$ cat src/rtl/core/scalar_to_rgb_colormap_core_macros.svh
// Assertion macros shared by the colormap RTL.
`ifndef SCALAR_TO_RGB_COLORMAP_CORE_MACROS_SVH
`define SCALAR_TO_RGB_COLORMAP_CORE_MACROS_SVH

// Same-cycle implication, checked on every clock edge outside reset.
`define S2RGB_ASSERT_NOW(lbl, ante, cons, msg) \
  lbl: assert property (@(posedge clk) disable iff (!rst_n) (ante) |-> (cons)) \
    else $error(msg);

// Next-cycle implication, checked on every clock edge outside reset.
`define S2RGB_ASSERT_NEXT(lbl, ante, cons, msg) \
  lbl: assert property (@(posedge clk) disable iff (!rst_n) (ante) |=> (cons)) \
    else $error(msg);

`endif

$ cat src/rtl/core/s2rgb_pkg.sv
// Shared constants, types and the palette table of the scalar colormap.
`default_nettype none

package s2rgb_pkg;

  // Sample and range register width (signed Q16.16).
  localparam int DATA_W          = 32;
  // Offset and span are formed one bit wider than a sample.
  localparam int OFF_W           = DATA_W + 1;
  // Fraction bits of the normalized position t.
  localparam int FRAC_BITS       = 16;
  // Number of palette positions the position is spread across.
  localparam int PALETTE_ENTRIES = 11;
  // Position t runs from 0 to 1.0 inclusive.
  localparam int T_W             = FRAC_BITS + 1;
  localparam logic [T_W-1:0] ONE_T = T_W'(1) << FRAC_BITS;
  // Span used for an empty or inverted range: 1.0 in Q16.16.
  localparam logic [DATA_W-1:0] ONE_Q16 = DATA_W'(32'h0001_0000);

  // Palette index and position widths.
  localparam int IDX_W   = $clog2(PALETTE_ENTRIES);
  localparam int POS_W   = T_W + $clog2(PALETTE_ENTRIES);
  localparam int IPART_W = POS_W - FRAC_BITS;

  // Palette colors, exact integers in units of 1/10000.
  localparam int COL_W      = 14;
  localparam int TABLE_LEN  = 11;
  localparam int TBL_IDX_W  = $clog2(TABLE_LEN);
  localparam int IDX_WIDE_W = (IDX_W > TBL_IDX_W) ? IDX_W : TBL_IDX_W;

  // Blend datapath widths.
  localparam int PROD_W = COL_W + T_W;
  localparam int BL_W   = PROD_W + 1;
  localparam int SC_W   = BL_W + 8;
  // A blended channel times 255 over 2^FRAC_BITS stays below 255 * 10000.
  localparam int Q1_W   = 22;

  // Division by 10000 as a multiplication by a rounded-up reciprocal.
  localparam int RECIP_W  = 23;
  localparam int RECIP_SH = 36;
  localparam logic [RECIP_W-1:0] RECIP_M = RECIP_W'(6871948);
  localparam int RPROD_W  = Q1_W + RECIP_W;

  // Configuration register indexes.
  typedef enum logic [1:0] {
    REG_RANGE_LOW  = 2'd0,
    REG_RANGE_HIGH = 2'd1,
    REG_MAP_SELECT = 2'd2
  } cfg_reg_t;

  // Item entering the divider: offset from the low end and the span.
  typedef struct packed {
    logic [OFF_W-1:0]  off;
    logic [DATA_W-1:0] span;
    logic              last;
  } div_in_t;

  // Item leaving the divider: normalized, clamped position.
  typedef struct packed {
    logic [T_W-1:0] t;
    logic           last;
  } div_out_t;

  // Diverging red-blue palette, one row per entry: red, green, blue.
  localparam logic [COL_W-1:0] PAL_TABLE [TABLE_LEN][3] = '{
    '{14'd196,  14'd1882, 14'd3804},
    '{14'd1294, 14'd4000, 14'd6745},
    '{14'd2627, 14'd5765, 14'd7647},
    '{14'd5725, 14'd7725, 14'd8706},
    '{14'd8196, 14'd8980, 14'd9412},
    '{14'd9686, 14'd9686, 14'd9686},
    '{14'd9922, 14'd8588, 14'd7804},
    '{14'd9882, 14'd6824, 14'd5529},
    '{14'd9569, 14'd4275, 14'd2627},
    '{14'd8392, 14'd1529, 14'd1569},
    '{14'd6471, 14'd0,    14'd1490}
  };

  // Palette lookup; indexes past the table repeat its last color.
  function automatic logic [COL_W-1:0] pal_color(input logic [IDX_W-1:0] idx,
                                                 input logic [1:0]       ch);
    logic [IDX_WIDE_W-1:0] wide;
    wide = IDX_WIDE_W'(idx);
    if (wide >= IDX_WIDE_W'(TABLE_LEN)) begin
      wide = IDX_WIDE_W'(TABLE_LEN - 1);
    end
    return PAL_TABLE[wide[TBL_IDX_W-1:0]][ch];
  endfunction

endpackage

`default_nettype wire

$ cat src/rtl/core/s2rgb_div.sv
// Pipelined restoring divider that turns offset and span into position t.
`default_nettype none
`include "scalar_to_rgb_colormap_core_macros.svh"

module s2rgb_div
  import s2rgb_pkg::*;
(
  input  wire logic     clk,
  input  wire logic     rst_n,
  input  wire logic     in_valid,
  output logic          in_ready,
  input  wire div_in_t  in_data,
  output logic          out_valid,
  input  wire logic     out_ready,
  output div_out_t      out_data
);

  localparam int NS = FRAC_BITS;

  // One quotient bit per stage.
  logic              dv_r    [NS];
  logic [DATA_W-1:0] rem_r   [NS];
  logic [DATA_W-1:0] den_r   [NS];
  logic [NS-1:0]     quo_r   [NS];
  logic              lo_r    [NS];
  logic              hi_r    [NS];
  logic              last_r  [NS];

  logic [DATA_W-1:0] rem_nxt [NS];
  logic [NS-1:0]     quo_nxt [NS];
  logic              en      [NS];

  logic              sat_lo;
  logic              sat_hi;

  // Out-of-range offsets bypass the quotient.
  assign sat_lo = in_data.off[OFF_W-1] || (in_data.off == '0);
  assign sat_hi = !in_data.off[OFF_W-1] && (in_data.off[DATA_W-1:0] >= in_data.span);

  // A stage moves when it is empty or some stage after it has room.
  always_comb begin
    logic all_v;
    for (int k = 0; k < NS; k++) begin
      all_v = 1'b1;
      for (int j = k; j < NS; j++) begin
        all_v = all_v & dv_r[j];
      end
      en[k] = out_ready || !all_v;
    end
  end

  assign in_ready = en[0];

  // Shift-compare-subtract step of every stage.
  always_comb begin
    logic [DATA_W-1:0] src_rem;
    logic [DATA_W-1:0] src_den;
    logic [NS-1:0]     src_quo;
    logic [DATA_W:0]   r2;
    logic              ge;
    for (int k = 0; k < NS; k++) begin
      if (k == 0) begin
        src_rem = in_data.off[DATA_W-1:0];
        src_den = in_data.span;
        src_quo = '0;
      end else begin
        src_rem = rem_r[k-1];
        src_den = den_r[k-1];
        src_quo = quo_r[k-1];
      end
      r2 = {src_rem, 1'b0};
      ge = (r2 >= {1'b0, src_den});
      if (ge) begin
        rem_nxt[k] = DATA_W'(r2 - {1'b0, src_den});
      end else begin
        rem_nxt[k] = DATA_W'(r2);
      end
      quo_nxt[k] = {src_quo[NS-2:0], ge};
    end
  end

  // Valid bits.
  always_ff @(posedge clk) begin
    if (!rst_n) begin
      for (int k = 0; k < NS; k++) begin
        dv_r[k] <= 1'b0;
      end
    end else begin
      for (int k = 0; k < NS; k++) begin
        if (en[k]) begin
          dv_r[k] <= (k == 0) ? in_valid : dv_r[(k == 0) ? 0 : k - 1];
        end
      end
    end
  end

  // Stage payload.
  always_ff @(posedge clk) begin
    for (int k = 0; k < NS; k++) begin
      if (en[k]) begin
        rem_r[k] <= rem_nxt[k];
        quo_r[k] <= quo_nxt[k];
        if (k == 0) begin
          den_r[k]  <= in_data.span;
          lo_r[k]   <= sat_lo;
          hi_r[k]   <= sat_hi;
          last_r[k] <= in_data.last;
        end else begin
          den_r[k]  <= den_r[k-1];
          lo_r[k]   <= lo_r[k-1];
          hi_r[k]   <= hi_r[k-1];
          last_r[k] <= last_r[k-1];
        end
      end
    end
  end

  // Clamp to zero below the range and to one at or above its top.
  always_comb begin
    out_valid     = dv_r[NS-1];
    out_data.last = last_r[NS-1];
    if (lo_r[NS-1]) begin
      out_data.t = '0;
    end else if (hi_r[NS-1]) begin
      out_data.t = ONE_T;
    end else begin
      out_data.t = T_W'(quo_r[NS-1]);
    end
  end

  `S2RGB_ASSERT_NOW(a_rem_below_den, dv_r[NS-1] && !lo_r[NS-1] && !hi_r[NS-1], rem_r[NS-1] < den_r[NS-1], "divider remainder not below span")
  `S2RGB_ASSERT_NOW(a_t_max, out_valid, out_data.t <= ONE_T, "position above one")
  `S2RGB_ASSERT_NOW(a_no_false_stall, out_ready, in_ready, "divider stalls without back pressure")

endmodule

`default_nettype wire

$ cat config.mk
export PLATFORM = sky130hd
export DESIGN_NAME = s2rgb_div
export DESIGN_NICKNAME = d
export VERILOG_FILES = /design/src/rtl/core/s2rgb_pkg.sv /design/src/rtl/core/s2rgb_div.sv
export VERILOG_INCLUDE_DIRS = /design/src /design/src/rtl/core
export SDC_FILE = /design/constraint.sdc
export NUM_CORES = 2
export LEC_CHECK = 0
export ABC_AREA = 1
export BUFFER_PORTS_ARGS = -buffer_cell sky130_fd_sc_hd__clkbuf_2
export CAP_MARGIN = 15
export CORE_MARGIN = 2
export CORE_UTILIZATION = 40
export CTS_BUF_LIST = sky130_fd_sc_hd__clkbuf_8 sky130_fd_sc_hd__clkbuf_16
export CTS_CLUSTER_SIZE = 24
export DETAILED_ROUTE_END_ITERATION = 7
export PLACE_DENSITY = 0.54
export SLEW_MARGIN = 20
export SYNTH_ARGS = -nofsm -noshare
export SYNTH_HDL_FRONTEND = slang
export SYNTH_SLANG_ARGS = --single-unit
$ cat constraint.sdc
create_clock -name clk -period 16.8 [get_ports clk]
set_input_delay 3.36 -clock clk [delete_from_list [all_inputs] [get_ports clk]]
set_output_delay 3.36 -clock clk [all_outputs]
set_load 0.03 [all_outputs]
==> qor.txt <==
Status = completed
Area Growth Syn to Fin = 9.278%
Clk sinks = 1160
Most frequent cells in the layout = nand2_1 (4750), inv_1 (2481), edfxtp_1 (1159), nand3_1 (891), nor2_1 (678)
Worst vdd ir = 0.0001075 V
Syn Nets = 12370
Slew headroom = 30.13%
Worst path arrival time = 6.93 ns
Worst path required time = 13.44 ns
First-pass GRT wire length = 433.6 mm
Nets = 12480
Hold Buf Count CTS = 0
Min cycle time layout = 10.29 ns
Final Max Slew Viols = 0
Crit path top cell by count = nor2_4
Critical R2R Launch = dv_r[1][7]$_DFFE_PP_
Slew at the pin with the worst max-slew slack = 1.048 ns
Peak Freq = 97.22 MHz
Rows = 168
Vias per cell = 4.964
Area share of the largest cell type after synthesis = 41.36%
Synth Instances = 11750
Worst setup path start = out_ready
Crit path cell chain = clkbuf_2, inv_1, nand3_4, nor2_4, nand3_4, nor2_4, nand2_4, buf_4, nor2_4, nand2_4, nor2_4, nand3_4, clkbuf_2
Number of I/O pins = 90
# DRC = 0
Layout cells sized above 1 = 3.745%
Hold Path Class = reg -> reg
Initial antenna violation count = 10
TritonCTS clock tree = built
Finished Layout Cells = 14770
GRT Util Overall = 26.81%
Pin count of the biggest net entering global routing = 79
Port-buffer cells = 89
RR Endpoint = rem_r[0][18]$_DFFE_PP_
GPL Wtd Cong = 0.9360
Placeable Area = 209400 um2
Critical-path maximum fanout = 75
Final setup vio count = 0
WS Path Type = in -> out
FFs w/ async S/R, synth = 0%
Synth area leaders = edfxtp_1 (41%), nand2_1 (21%), inv_1 (11%)
Die Area = 214000 um2
Longest Clk Path Bufs = 3
DR pass1 iterations = 6
Post-Syn Area = 84140 um2
Drt first-iter violations = 6693
R2R cell count = 11
Die height = 462.6 um
DRT antenna net count = 0
Root buf cell = clkbuf_16
Clock Skew = 0.05876 ns
Period utilization = 61.22%
Seq/Total Area, Yosys = 41.39%
Yosys top cell by area = edfxtp_1
Unique masters post-synth = 41
Post-synth EDFFs = 1159
Effective utilization at floorplan = 40.19%
Hpwl dp = 241.6 mm
Leak Pwr = 50.40 nW
Unrepaired setup endpoints after global routing = false
Synth Register Bits = 1160
Pwr/cell area = 187.0 nW/um2
DP Cell Count = 14520
Fin. Hold Viols = 0
H-Tree Level Count = 4
Worst skew pair latency = 0.81 ns
Utilization after layout = 43.92%
Vias in the first global route = 69150
Die width = 462.6 um
Power Total = 17.19 mW
CP max stage delay = 0.45 ns
Clock slew at reported path FFs = 0.06 ns
Max Cap Viol = 0
R2R Setup Slk = 12.49 ns
Startpoint Class = primary input
Leading cell type in the layout, fill and taps excluded = nand2_1
Worst Setup EP = in_ready
Via count = 73330
Slowest-stage cell, CP = nor2_4
WL per Instance = 19.91 um
Synthesized area per cell = 7.163 um2
PostCTS Resize Cnt = 0
Final setup TNS = 0 ns
GRT Residual Overflow = 0
Ys Warns = 0
Final wirelength = 294.1 mm
Num CTS Buffers = 135
# Post-CTS Setup Buffers = 0
Crit path capture type = output pin
Dominant synthesized flop cell = edfxtp_1
## state kept, by name, indices dropped and copies added, names as in the netlist
register / cells
hi_r: 16
quo_r: 136
dv_r: 16
rem_r: 480
lo_r: 16
den_r: 480
last_r: 16
## cell families (layout without fill, tap and decap cells)
logic type               count (synthesis)  count (layout)  synth area share [%]
AO/OA/AOI/OAI                          385             385                 2.454
AND/OR/NAND/NOR                       6811            6811                 33.29
flip-flops                            1160            1160                 41.39
XOR/XNOR                               210             210                 2.186
other                                    0               6                     0
adder cells (fa/ha/maj)                558             558                 8.431
buffers and inverters                 2622            2838                 12.26
## per-layer routing
layer / vias up / routed length [um] / track usage (%)
met5: - / 42 / 0
met4: 6 / 9925 / 8.502
met3: 393 / 17590 / 3.442
met2: 2270 / 131800 / 43.08
met1: 34080 / 134800 / 37.41
li1: 36580 / - / -
## report_power, final
part,total (mW),switching (mW),internal [mW]
clock network,3.00,1.29,1.71
registers,5.12,0.731,4.39
logic,9.07,6.34,2.73
## worst max-delay path, delay by kind of cell
family,cells,cell delay (ns)
and+or+nand+nor,9,2.51
buffers and inverters,4,0.98
## how the worst min path moves through the flow
| stage | endpoint | from | slack (ns) | cells after the start |
|---|---|---|---|---|
| final | quo_r[1][33]$_DFFE_PP_ | quo_r[1][16]$_DFFE_PP_ | 0.42 | 0 |
| after CTS | quo_r[0][82]$_DFFE_PP_ | quo_r[0][65]$_DFFE_PP_ | 0.42 | 0 |
| after global routing | quo_r[0][100]$_DFFE_PP_ | quo_r[0][83]$_DFFE_PP_ | 0.42 | 0 |
| after detailed placement | quo_r[0][100]$_DFFE_PP_ | quo_r[0][83]$_DFFE_PP_ | 0.40 | 0 |
| after floorplan | hi_r[0][1]$_DFFE_PP_ | hi_r[0][0]$_DFFE_PP_ | 0.40 | 0 |
| after global placement | quo_r[1][18]$_DFFE_PP_ | quo_r[1][1]$_DFFE_PN_ | 0.40 | 0 |
## synth_stat cells, types with 6 or more instances
| library cell | instances |
|---|---|
| nor2_2 | 9 |
| or2_2 | 13 |
| a21oi_1 | 319 |
| nor2_1 | 678 |
| nand3_2 | 16 |
| nand3_1 | 892 |
| nand2_1 | 4753 |
| xor2_1 | 195 |
| fa_1 | 15 |
| nand2_2 | 39 |
| o21bai_1 | 31 |
| and2_1 | 106 |
| or2_1 | 8 |
| nand4_1 | 118 |
| inv_2 | 11 |
| nor4_1 | 11 |
| nor3_1 | 109 |
| xnor2_1 | 15 |
| nand3b_1 | 17 |
| nand2_4 | 22 |
| buf_2 | 88 |
| edfxtp_1 | 1159 |
| inv_1 | 2466 |
| ha_1 | 543 |
| buf_4 | 6 |
| a21o_1 | 10 |
| nor3b_1 | 8 |
| buf_6 | 45 |
| o21ai_0 | 12 |
## cell type report
class                      count  area, um2
antenna                        6      15.01
clock buffer                 136       3392
inverter                    2478       9304
clock inverter               108       1197
tap                         2805       3510
timing repair buffer         116      648.1
sequential                  1160      34820
fill                       21700     117400
multi-input combinational   7964      39060
## through the flow
| step | hold slack, ns | area [um2] | setup WS (ns) |
|---|---|---|---|
| 2_1_floorplan | 0.4003 | 84140 | 3.191 |
| 3_3_place_gp | 0.4009 | 87340 | 6.504 |
| 3_5_place_dp | 0.4045 | 87340 | 6.390 |
| 4_1_cts | 0.4168 | 91930 | 6.388 |
| 5_1_grt | 0.4225 | 91930 | 6.213 |
| 6_report | 0.4168 | 91950 | 6.514 |
Note: power is estimated with default switching activity, not from simulation.
